==> src/hw/rtl/rgbst_pkg.sv <==
package rgbst_pkg;

    localparam int CHAN_W = 8;
    localparam int COEF_W = 10;
    localparam int WEIGHT_W = 9;
    localparam int PIXEL_W = 16;
    localparam int NUM_CHAN = 3;

    // Products of an 8-bit channel and a Q0.10 coefficient, and their sum of three
    localparam int PROD_W = CHAN_W + COEF_W;
    localparam int SUM_W = PROD_W + 1;
    // Products of an 8-bit channel and a Q1.8 weight, and their sum of two
    localparam int BPROD_W = CHAN_W + WEIGHT_W;

    localparam logic [WEIGHT_W-1:0] FULL_WEIGHT = 9'd256;
    localparam logic [CHAN_W-1:0] CHAN_MAX = 8'd255;

    // Channel order inside a colour: red, green, blue
    localparam int CH_R = 0;
    localparam int CH_G = 1;
    localparam int CH_B = 2;

    typedef logic [CHAN_W-1:0] t_chan;
    typedef logic [COEF_W-1:0] t_coef;
    typedef logic [WEIGHT_W-1:0] t_weight;
    typedef logic [PIXEL_W-1:0] t_pixel;
    typedef t_chan [0:NUM_CHAN-1] t_rgb;

    // Sepia matrix in Q0.10, row per output channel, column per input channel
    localparam t_coef SEPIA_COEF [NUM_CHAN][NUM_CHAN] = '{
        '{10'd402, 10'd787, 10'd194},
        '{10'd357, 10'd702, 10'd172},
        '{10'd279, 10'd547, 10'd134}
    };

endpackage

==> src/hw/rtl/rgbst_matrix.sv <==
module rgbst_matrix (
    input  logic               i_clk,
    input  logic               i_rst_n,
    input  logic               i_valid,
    output logic               o_ready,
    input  rgbst_pkg::t_rgb    i_rgb,
    output logic               o_valid,
    input  logic               i_ready,
    output rgbst_pkg::t_rgb    o_orig,
    output rgbst_pkg::t_rgb    o_sepia
);

    logic [rgbst_pkg::PROD_W-1:0] r_prod [rgbst_pkg::NUM_CHAN][rgbst_pkg::NUM_CHAN];
    logic [rgbst_pkg::PROD_W-1:0] n_prod [rgbst_pkg::NUM_CHAN][rgbst_pkg::NUM_CHAN];
    rgbst_pkg::t_rgb r_orig1;
    rgbst_pkg::t_rgb r_orig2;
    rgbst_pkg::t_rgb r_sepia;
    rgbst_pkg::t_rgb n_sepia;
    logic r_v1;
    logic r_v2;
    logic w_rdy1;
    logic w_rdy2;

    assign w_rdy2  = !r_v2 || i_ready;
    assign w_rdy1  = !r_v1 || w_rdy2;
    assign o_ready = w_rdy1;
    assign o_valid = r_v2;
    assign o_orig  = r_orig2;
    assign o_sepia = r_sepia;

    always_comb begin
        for (int o = 0; o < rgbst_pkg::NUM_CHAN; o++) begin
            for (int c = 0; c < rgbst_pkg::NUM_CHAN; c++) begin
                n_prod[o][c] = rgbst_pkg::PROD_W'(i_rgb[c]) *
                               rgbst_pkg::PROD_W'(rgbst_pkg::SEPIA_COEF[o][c]);
            end
        end
    end

    // Sum the three products, drop ten fraction bits, clip at full scale
    always_comb begin
        logic [rgbst_pkg::SUM_W-1:0] sum;
        logic [rgbst_pkg::SUM_W-11:0] whole;
        for (int o = 0; o < rgbst_pkg::NUM_CHAN; o++) begin
            sum = rgbst_pkg::SUM_W'(r_prod[o][rgbst_pkg::CH_R]) +
                  rgbst_pkg::SUM_W'(r_prod[o][rgbst_pkg::CH_G]) +
                  rgbst_pkg::SUM_W'(r_prod[o][rgbst_pkg::CH_B]);
            whole = sum[rgbst_pkg::SUM_W-1:10];
            n_sepia[o] = whole[rgbst_pkg::SUM_W-11] ? rgbst_pkg::CHAN_MAX
                                                    : whole[rgbst_pkg::CHAN_W-1:0];
        end
    end

    always_ff @(posedge i_clk) begin
        if (!i_rst_n) begin
            r_v1 <= 1'b0;
            r_v2 <= 1'b0;
        end else begin
            if (w_rdy1) r_v1 <= i_valid;
            if (w_rdy2) r_v2 <= r_v1;
        end
    end

    always_ff @(posedge i_clk) begin
        if (w_rdy1) begin
            r_prod  <= n_prod;
            r_orig1 <= i_rgb;
        end
        if (w_rdy2) begin
            r_sepia <= n_sepia;
            r_orig2 <= r_orig1;
        end
    end

endmodule

==> src/hw/rtl/rgbst_blend.sv <==
module rgbst_blend (
    input  logic                i_clk,
    input  logic                i_rst_n,
    input  rgbst_pkg::t_weight  i_tint,
    input  logic                i_valid,
    output logic                o_ready,
    input  rgbst_pkg::t_rgb     i_orig,
    input  rgbst_pkg::t_rgb     i_sepia,
    output logic                o_valid,
    input  logic                i_ready,
    output rgbst_pkg::t_pixel   o_pixel
);

    logic [rgbst_pkg::BPROD_W-1:0] r_po [rgbst_pkg::NUM_CHAN];
    logic [rgbst_pkg::BPROD_W-1:0] r_ps [rgbst_pkg::NUM_CHAN];
    logic [rgbst_pkg::BPROD_W-1:0] n_po [rgbst_pkg::NUM_CHAN];
    logic [rgbst_pkg::BPROD_W-1:0] n_ps [rgbst_pkg::NUM_CHAN];
    rgbst_pkg::t_weight w_keep;
    rgbst_pkg::t_rgb    w_mix;
    rgbst_pkg::t_pixel  r_pixel;
    logic r_v3;
    logic r_v4;
    logic w_rdy3;
    logic w_rdy4;

    assign w_rdy4  = !r_v4 || i_ready;
    assign w_rdy3  = !r_v3 || w_rdy4;
    assign o_ready = w_rdy3;
    assign o_valid = r_v4;
    assign o_pixel = r_pixel;

    assign w_keep = rgbst_pkg::FULL_WEIGHT - i_tint;

    always_comb begin
        for (int c = 0; c < rgbst_pkg::NUM_CHAN; c++) begin
            n_po[c] = rgbst_pkg::BPROD_W'(i_orig[c]) * rgbst_pkg::BPROD_W'(w_keep);
            n_ps[c] = rgbst_pkg::BPROD_W'(i_sepia[c]) * rgbst_pkg::BPROD_W'(i_tint);
        end
    end

    // Weights sum to 256, so the blended sum never exceeds 16 bits
    always_comb begin
        logic [rgbst_pkg::BPROD_W-1:0] sum;
        for (int c = 0; c < rgbst_pkg::NUM_CHAN; c++) begin
            sum = r_po[c] + r_ps[c];
            w_mix[c] = sum[15:8];
        end
    end

    always_ff @(posedge i_clk) begin
        if (!i_rst_n) begin
            r_v3 <= 1'b0;
            r_v4 <= 1'b0;
        end else begin
            if (w_rdy3) r_v3 <= i_valid;
            if (w_rdy4) r_v4 <= r_v3;
        end
    end

    always_ff @(posedge i_clk) begin
        if (w_rdy3) begin
            r_po <= n_po;
            r_ps <= n_ps;
        end
        if (w_rdy4) begin
            r_pixel <= {w_mix[rgbst_pkg::CH_R][7:3],
                        w_mix[rgbst_pkg::CH_G][7:2],
                        w_mix[rgbst_pkg::CH_B][7:3]};
        end
    end

endmodule

==> src/hw/rtl/rgb565_sepia_tint_core.sv <==
// Sepia tint for an RGB565 pixel stream. Each pixel is widened to 8-bit
// channels, passed through the sepia matrix (Q0.10 coefficients, clipped at
// 255), blended with the original by tint strength t in Q1.8 and repacked to
// RGB565. Writes above 256 to the strength register act as 256; 0 returns
// every pixel unchanged. One pixel is taken per clock while o_ready is high;
// a pixel passes through the four-stage pipeline (matrix products, matrix
// sums, blend products, blend sum and repack) and leaves from the last stage.
// A stall on the output fills empty stages first and loses nothing. Change
// the strength only while no transaction is in flight.
module rgb565_sepia_tint_core (
    input  logic        i_clk,
    input  logic        i_rst_n,
    input  logic        i_cfg_we,
    input  logic [8:0]  i_cfg_wdata,
    input  logic        i_valid,
    output logic        o_ready,
    input  logic [15:0] i_pixel_in,
    output logic        o_valid,
    input  logic        i_ready,
    output logic [15:0] o_pixel_out
);

    rgbst_pkg::t_weight r_tint;
    rgbst_pkg::t_rgb    w_in_rgb;
    rgbst_pkg::t_rgb    w_orig;
    rgbst_pkg::t_rgb    w_sepia;
    logic               w_mid_valid;
    logic               w_mid_ready;

    // Hold the strength clipped to full sepia
    always_ff @(posedge i_clk) begin
        if (!i_rst_n) begin
            r_tint <= '0;
        end else if (i_cfg_we) begin
            r_tint <= (i_cfg_wdata > rgbst_pkg::FULL_WEIGHT) ? rgbst_pkg::FULL_WEIGHT
                                                             : i_cfg_wdata;
        end
    end

    assign w_in_rgb[rgbst_pkg::CH_R] = {i_pixel_in[15:11], 3'b000};
    assign w_in_rgb[rgbst_pkg::CH_G] = {i_pixel_in[10:5], 2'b00};
    assign w_in_rgb[rgbst_pkg::CH_B] = {i_pixel_in[4:0], 3'b000};

    rgbst_matrix u_matrix (
        .i_clk   (i_clk),
        .i_rst_n (i_rst_n),
        .i_valid (i_valid),
        .o_ready (o_ready),
        .i_rgb   (w_in_rgb),
        .o_valid (w_mid_valid),
        .i_ready (w_mid_ready),
        .o_orig  (w_orig),
        .o_sepia (w_sepia)
    );

    rgbst_blend u_blend (
        .i_clk   (i_clk),
        .i_rst_n (i_rst_n),
        .i_tint  (r_tint),
        .i_valid (w_mid_valid),
        .o_ready (w_mid_ready),
        .i_orig  (w_orig),
        .i_sepia (w_sepia),
        .o_valid (o_valid),
        .i_ready (i_ready),
        .o_pixel (o_pixel_out)
    );

endmodule

==> config.mk <==
export PLATFORM = sky130hd
export DESIGN_NAME = rgb565_sepia_tint_core
export DESIGN_NICKNAME = d
export VERILOG_FILES = /design/src/hw/rtl/rgbst_pkg.sv /design/src/hw/rtl/rgbst_matrix.sv /design/src/hw/rtl/rgbst_blend.sv /design/src/hw/rtl/rgb565_sepia_tint_core.sv
export SDC_FILE = /design/constraint.sdc
export NUM_CORES = 1
export LEC_CHECK = 0
export ABC_AREA = 1
export BUFFER_PORTS_ARGS = -buffer_cell sky130_fd_sc_hd__buf_2
export CORE_MARGIN = 5
export CORE_UTILIZATION = 45
export DETAILED_ROUTE_END_ITERATION = 12
export PLACE_DENSITY_LB_ADDON = 0.3
export SLEW_MARGIN = 20
export SYNTH_ARGS = -nofsm -noshare
export SYNTH_HDL_FRONTEND = slang
export SYNTH_SLANG_ARGS = --single-unit
==> constraint.sdc <==
create_clock -name i_clk -period 10.1 [get_ports i_clk]
set_clock_uncertainty 0.2 [all_clocks]
set_input_delay 1.515 -clock i_clk [delete_from_list [all_inputs] [get_ports i_clk]]
set_output_delay 1.515 -clock i_clk [all_outputs]
set_load 0.05 [all_outputs]
Yosys cells after proc, flatten, opt, wreduce, memory -nomap -nowiden:

Index checks and enable logic that the tools add are counted.

* logic and storage cells: 65
* input port bits: 30
* flip-flop bits (word level): 304

* magnitude comparators: 1
* reductions and logical operators: 8
* $add $sub $neg: 10
* multiplexer cells: 1
* multiply operators: 15

Operators by type and width (count)
* 17-bit by 18-bit adder with 19-bit output: 3
* 19-bit by 16-bit adder with 19-bit output: 3
* 16-bit adder: 3
* 8-bit by 9-bit multiplier with 16-bit output: 3
* 6-bit by 10-bit multiplier with 16-bit output (second input constant): 2
* 5-bit by 9-bit multiplier with 14-bit output (second input constant): 2
* 5-bit by 9-bit multiplier with 13-bit output: 2
* 5-bit by 7-bit multiplier with 12-bit output (second input constant): 2
* 6-bit by 9-bit multiplier with 15-bit output (second input constant): 1
* 6-bit by 9-bit multiplier with 14-bit output: 1
* 5-bit by 8-bit multiplier with 13-bit output (second input constant): 1
* 5-bit by 6-bit multiplier with 11-bit output (second input constant): 1
* 9-bit greater-than comparator (second input constant): 1
* 9-bit 2-to-1 mux: 1
* 9-bit subtractor (first input constant): 1
* 1-bit logical NOT: 4
* 1-bit logical OR: 4

Logic depth before layout (Yosys ltp):

Gate-level depths: netlist (run 1).

* depth after elaboration: 5
* gate-level depth with buffers: 27

Cells and area by module:

Synthesis (run 1) repeated with hierarchy kept, for this count alone.

* cells, all modules: 4511
* area, all modules: 38807.2 um2

Modules (own cells, without submodules)
* rgbst_blend: area each 19693.9 um2, cells an instance 2550, times used 1
* rgbst_matrix: area each 18753.0 um2, cells an instance 1911, times used 1
* rgb565_sepia_tint_core: area each 360.3 um2, cells an instance 50, times used 1

Least setup slack after synthesis (run 1):

OpenSTA, ideal clock, no wires.

* path kind: input-to-output
* start point: input i_ready
* end point: output o_ready
* required time: 8.385 ns
* cell stages on the path: 6
* arrival time: 6.559 ns
* slack: 1.826 ns
* cell sequence: nor2_1 inv_1 nor2_1 inv_1 nor2_1 nand2_1

* longest elaborated chain between the ends: 4

Ends and longest elaborated chain
* start, declared: line rgb565_sepia_tint_core.sv:19 `input logic i_ready,`
* 1-bit logical OR: line rgbst_blend.sv:26 `assign w_rdy4 = !r_v4 || i_ready;`
* named net u_blend.w_rdy4: line rgbst_blend.sv:24 `logic w_rdy4;`
* 1-bit logical OR: line rgbst_blend.sv:27 `assign w_rdy3 = !r_v3 || w_rdy4;`
* named net u_blend.o_ready: line rgbst_blend.sv:6 `output logic o_ready,`
* 1-bit logical OR: line rgbst_matrix.sv:24 `assign w_rdy2 = !r_v2 || i_ready;`
* 1-bit logical OR: line rgbst_matrix.sv:25 `assign w_rdy1 = !r_v1 || w_rdy2;`
* end, declared: line rgb565_sepia_tint_core.sv:16 `output logic o_ready,`

The timed path passes the listed nets, and every way through them passes these cells.

Final worst setup path (run 1):

Ends and elaborated chain as after synthesis.

==> impl_metrics.py, run 1 <==
metrics = {
    "floorplanning": {
        "start_util": 0.456,
        "coreArea_um2": 63300,
        "dieWidth_um": 263,
        "die_area_um2": 69300,
        "rows": 92,
        "io_pins": 48,
        "fp.dieH_um": 263,
    },
    "worst_setup_path": {
        "crit_type": "input port to output pin",
        "critPathLaunchType": "input port",
        "worst-path-max-fanout": 30,
        "worstPathArrival_ps": 4080,
        "end_kind": "output pin",
        "required_ps": 8390,
    },
    "yosys": {
        "synth_async_sr_flop_share": 0,
        "ys_ff_latch": 260,
        "syn_nets": 4107,
        "syn_area_um2": 28900,
        "synthCells": 3439,
        "ys.flop_type": "edfxtp_1",
        "synthTopCellsByCount": "nand2_1, inv_1, ha_1",
        "ys_types": 44,
        "yosys.area.top_type": "edfxtp_1",
        "synth_warnings": 0,
        "synth_area_leaders": "edfxtp_1, fa_1, ha_1",
        "synth.most_common_cell": "nand2_1",
        "ys_seq_area_frac": 0.266,
        "synth-edff-count": 247,
        "syn_area_per_cell_um2": 8.40,
        "netlist.area_leader.share": 0.257,
    },
    "global_route": {
        "global_route.usage.total": 0.190,
        "grt-ovfl-total": 0,
        "grt_pass1_vias": 21400,
        "antenna_found_initial": 1,
        "grt_first_pass_wirelength_mm": 108,
        "grt_max_degree": 85,
    },
    "detailed_routing": {
        "first_iter_violations": 1389,
        "ant_nets": 0,
        "drc": 0,
        "drt_wl_total_mm": 66.0,
        "vias": 21500,
        "dr.pass1.iters": 5,
        "wl_per_cell_um": 15.2,
        "routed_via_density": 4.96,
    },
    "layout": {
        "nets": 4135,
        "final_core_util": 0.489,
        "nFillCells": 6110,
        "area_delta_synth_final_pct": 7.31,
        "seqCellArea_um2": 7680,
        "final_area_um2": 31000,
        "drive_gt1_frac": 0.0355,
        "multi_input_area_um2": 18100,
    },
    "cts": {
        "cts.clk_slew.worst_paths_ps": 70,
        "clkSinkCount": 260,
        "clock_latency_ps": 600,
        "cts_hold_buf": 0,
        "cts_resized": 0,
        "post_cts_buffers": 0,
        "cts_tree": "built",
        "clockRootBuffer": "clkbuf_16",
        "cts.path.max_buffers": 3,
        "htree_levels": 1,
        "numCtsBuffers": 30,
    },
    "sta": {
        "fmax_mhz": 172,
        "finalCritPeriodShare": 0.574,
        "setup_violations": 0,
        "hold_viol_final": 0,
        "hold_slack_ps": 208,
        "rsz0062_at_grt": "false",
        "slew_headroom": 0.298,
        "post-route-min-period_ps": 5800,
        "drv_slew": 0,
        "worstMarginPinSlew_ps": 1050,
        "tns_ps": 0,
    },
    "power_and_ir_drop": {
        "leakage_nw": 17.1,
        "powerDensity_nw_per_um2": 267,
        "ir_drop_mv": 0.177,
    },
    "placed_design": {
        "gp_congestion": 0.917,
        "dpl_cell_area_um2": 30000,
        "place.detailed.hpwl_mm": 54.5,
        "io_buffers": 47,
    },
    "min_path": {
        "hold_class": "register to register",
    },
    "flow_run": {
        "drv_cap": 0,
    },
    "status": {
        "outcome": "complete, no violations",
    },
}
[worst max-delay path, stage by stage]
cell	delay, ps
buf_2	90
nor2_1	90
inv_1	420
nor2_1	290
clkinv_2	480
nor2_1	510
nand2_4	330
buf_2	330
[per-layer routing]
layer / GRT usage / vias up / wire length, µm
li1: - / 10900 / -
met1: 0.251 / 10200 / 29700
met2: 0.333 / 377 / 31800
met3: 0.0201 / 90 / 2330
met4: 0.0537 / 0 / 2200
met5: 0 / - / 0
[cells by family (layout without fill, tap and decap cells)]
group	after synthesis	after routing	synth area share
AND/OR/NAND/NOR	1269	1269	0.179
buffers and inverters	822	874	0.108
adder cells (fa/ha/maj)	638	638	0.343
AO/OA/AOI/OAI	309	309	0.0605
flip-flops	260	260	0.266
XOR/XNOR	141	141	0.0428
other	0	1	0
[placed cells by master (no fill, tap or decap), types with 6 or more instances in the layout]
master     count
nand2_1      797
inv_1        755
ha_1         382
fa_1         256
edfxtp_1     247
nor2_1       214
nand3_1      185
a21oi_1      155
xor2_1       104
o21ai_0       64
buf_2         47
xnor2_1       37
clkbuf_16     30
o21bai_1      25
nand4_1       25
nor3_1        21
a31oi_1       15
a21o_1        13
dfxtp_1       13
buf_4         12
o21a_1         9
o21ai_1        8
and2_1         8
clkinv_2       6
a21boi_0       6
clkbuf_1       6
[state kept, by name, summed over array words and instances (netlist names)]
signal and cells:
r_tint 9, u_blend.o_pixel 16, u_blend.o_valid 1, u_blend.r_po 40
u_blend.r_ps 40, u_blend.r_v3 1, u_matrix.o_orig 16, u_matrix.o_sepia 24
u_matrix.o_valid 1, u_matrix.r_orig1 7, u_matrix.r_prod 104, u_matrix.r_v1 1
[area by class of cell]
| class | instances | area share |
|---|---|---|
| antenna | 1 | 0.0000808 |
| tap | 846 | 0.0342 |
| inverter | 759 | 0.0921 |
| multi-input combinational | 2357 | 0.583 |
| sequential | 260 | 0.248 |
| timing repair buffer | 59 | 0.0105 |
| clock inverter | 20 | 0.00711 |
| clock buffer | 36 | 0.0250 |
[path summary, 6_finish.rpt]
path | cells past startpoint | slack [ps] | from | endpoint
worst min register to register | 0 | 210 | u_matrix.r_orig1[23] | u_matrix.o_orig[23]
worst max-delay path | 8 | 4300 | i_ready | o_ready
worst max register to register | 21 | 4610 | r_tint[4] | u_blend.r_po[32]
worst min-delay path | 0 | 210 | u_matrix.r_orig1[23] | u_matrix.o_orig[23]
[power by group]
| part | switching [mW] | internal (mW) | leakage (nW) | total [mW] |
|---|---|---|---|---|
| registers | 0.372 | 1.78 | 2.79 | 2.15 |
| logic | 3.18 | 1.85 | 13.8 | 5.03 |
| clock network | 0.466 | 0.629 | 0.483 | 1.10 |
| total | 4.02 | 4.26 | 17.1 | 8.28 |
[through the flow]
stage	worst slack, ps	power (mW)	cells
floorplan	1830	5.86	3439
global placement	4310	7.14	4281
detailed placement	4300	7.20	4281
CTS	4300	8.34	4337
global route	4100	9.17	4337
finish	4300	8.28	4338
Note: power is estimated with default switching activity, not from simulation.
==> run 2, diff against run 1 <==
==> constraint.sdc (replaced) <==
create_clock -name i_clk -period 5.2 [get_ports i_clk]
set_clock_uncertainty 0.2 [all_clocks]
set_input_delay 0.78 -clock i_clk [delete_from_list [all_inputs] [get_ports i_clk]]
set_output_delay 0.78 -clock i_clk [all_outputs]
set_load 0.05 [all_outputs]
==> run 2 against run 1 <==
  * Count of clock-buffer cells in the layout fell by 1
  * Combinational power rose by 92%
  * Via count rose by 0.54%
  * Register-to-register slack got worse by 4300 ps
  * Global-route usage barely moved
  * Final area rose by 0.58%
  * Clock power rose by 96%
  * Routed wire length rose by 0.49%
  * Sequential power rose by 94%
  * Total power rose by 93%
  * First-iteration DRC count fell by 0.65%
  * Core utilization rose by 0.28 points
  * Largest cell class unchanged
==> impl_metrics.py, run 2 (same netlist as run 1, synthesis figures left out) <==
metrics = {
    "status": {
        "outcome": "complete, no violations",
    },
    "cts": {
        "cts.clk_slew.worst_paths_ps": 70,
        "numCtsBuffers": 31,
        "clkSinkCount": 260,
        "clock_latency_ps": 600,
        "clockRootBuffer": "clkbuf_16",
        "post_cts_buffers": 0,
        "cts_hold_buf": 0,
        "cts_tree": "built",
        "cts.path.max_buffers": 3,
        "htree_levels": 1,
    },
    "sta": {
        "finalCritPeriodShare": 0.943,
        "fmax_mhz": 204,
        "drv_slew": 0,
        "setup_violations": 0,
        "slew_headroom": 0.330,
        "post-route-min-period_ps": 4900,
        "hold_viol_final": 0,
        "tns_ps": 0,
        "worstMarginPinSlew_ps": 1010,
    },
    "detailed_routing": {
        "wl_met2_mm": 32.0,
        "dr.pass1.iters": 5,
        "drc": 0,
        "vias": 21600,
        "route.met3.wl_mm": 2.50,
        "wl_met1_mm": 29.8,
        "top_layer": "met4",
        "routed_via_density": 4.96,
        "drt_wl_total_mm": 66.4,
        "first_iter_violations": 1380,
        "wl_per_cell_um": 15.2,
        "ant_nets": 0,
    },
    "global_route": {
        "global_route.usage.total": 0.190,
        "grt-ovfl-total": 0,
        "antenna_found_initial": 0,
        "grt_max_degree": 82,
        "grt_first_pass_wirelength_mm": 109,
        "grt_pass1_vias": 21400,
    },
    "placed_design": {
        "place.detailed.hpwl_mm": 55.1,
        "io_buffers": 47,
        "gp_congestion": 0.938,
    },
    "worst_setup_path": {
        "crit_type": "register to register",
        "worstPathArrival_ps": 5050,
        "required_ps": 5350,
        "r2r_slack_ps": 300,
        "rr_startpoint": "r_tint[1]",
        "worst-path-max-fanout": 15,
        "reg2regPathDepth": 22,
        "end_kind": "register",
        "critPathLaunchType": "register",
        "timing.rr.end": "u_blend.r_po[32]",
    },
    "layout": {
        "final_cell_mix": "nand2_1, inv_1, ha_1",
        "n_antenna_cell": 0,
        "reg.largest.list": "u_matrix.r_prod (104), u_blend.r_po (40), u_blend.r_ps (40)",
        "drive_gt1_frac": 0.0435,
        "area_delta_synth_final_pct": 7.93,
        "final_common_cell": "nand2_1",
        "regMostFlops": "u_matrix.r_prod",
        "nets": 4158,
        "largest_reg_flops": 104,
    },
    "min_path": {
        "hold_class": "register to register",
        "hold_path_depth": 0,
        "whs_endpoint": "u_matrix.o_orig[11]",
        "holdCritStartpoint": "u_matrix.r_orig1[11]",
    },
    "floorplanning": {
        "dieWidth_um": 263,
        "rows": 92,
        "start_util": 0.456,
        "coreArea_um2": 63300,
        "die_area_um2": 69300,
        "io_pins": 48,
        "fp.dieH_um": 263,
    },
    "flow_run": {
        "drv_cap": 0,
    },
    "power_and_ir_drop": {
        "leakage_nw": 17.2,
        "ir_drop_mv": 0.317,
        "power_mw": 16.0,
        "powerDensity_nw_per_um2": 513,
    },
}
## run 2: per-stage QoR
| stage | hold WS (ps) | setup slack (ps) | cells | util | instance area, µm² |
|---|---|---|---|---|---|
| 4_1_cts | 204 | 284 | 4360 | 0.492 | 31200 |
| 6_report | 214 | 296 | 4360 | 0.492 | 31200 |
| 5_1_grt | 227 | -32.1 | 4360 | 0.492 | 31200 |
| 3_5_place_dp | 206 | 318 | 4303 | 0.476 | 30200 |
| 2_1_floorplan | 200 | 44.7 | 3439 | - | 28900 |
| 3_3_place_gp | 201 | 465 | 4303 | 0.476 | 30200 |
## run 2: what timing repair did
| item | CTS | global route |
|---|---|---|
| endpoints found under the hold margin | 0 | 0 |
| endpoints found under the setup margin | 0 | 2 |
| gates resized for setup | 0 | 2 |
## run 2: layout make-up
class | instances | area, µm²
Inverter | 759 | 2850
Tap cell | 846 | 1060
Clock buffer | 35 | 801
Fill cell | 6077 | 32100
Clock inverter | 22 | 206
Sequential cell | 260 | 7680
Timing Repair Buffer | 81 | 490
Multi-Input combinational cell | 2357 | 18100
## run 2: worst max path at each step
stage / slack [ps] / from / cells past startpoint / endpoint
final: 300 / r_tint[1] / 22 / u_blend.r_po[32]
after global routing: -30 / r_tint[1] / 22 / u_blend.r_po[32]
after CTS: 280 / r_tint[1] / 22 / u_blend.r_po[32]
after detailed placement: 320 / r_tint[1] / 22 / u_blend.r_po[32]
after global placement: 470 / r_tint[1] / 22 / u_blend.r_po[32]
after floorplan: 40 / i_ready / 6 / o_ready
## run 2: where the power goes
group,switching (mW),internal (mW)
clock,0.944,1.22
sequential,0.706,3.46
combinational,6.06,3.61
total,7.71,8.29
## run 2: layer usage
| layer | vias up | global-route usage |
|---|---|---|
| li1 | 10900 | - |
| met1 | 10200 | 0.255 |
| met2 | 391 | 0.333 |
| met3 | 106 | 0.0179 |
| met4 | 0 | 0.0520 |
| met5 | - | 0 |
## run 2: critical path: stages (launching register included)
cell and delay (ps):
dfxtp_1 330, buf_4 190, nor3_2 240, nand2_1 100
o21ai_0 200, nand2_2 220, inv_1 120, nand2_1 80
fa_1 550, inv_1 60, fa_1 550, inv_1 60
fa_1 550, inv_1 50, ha_1 370, inv_1 110
o21ai_0 100, a21boi_0 200, nand2_1 80, nor2_1 120
inv_1 50, nand2_1 60, nand2_1 40
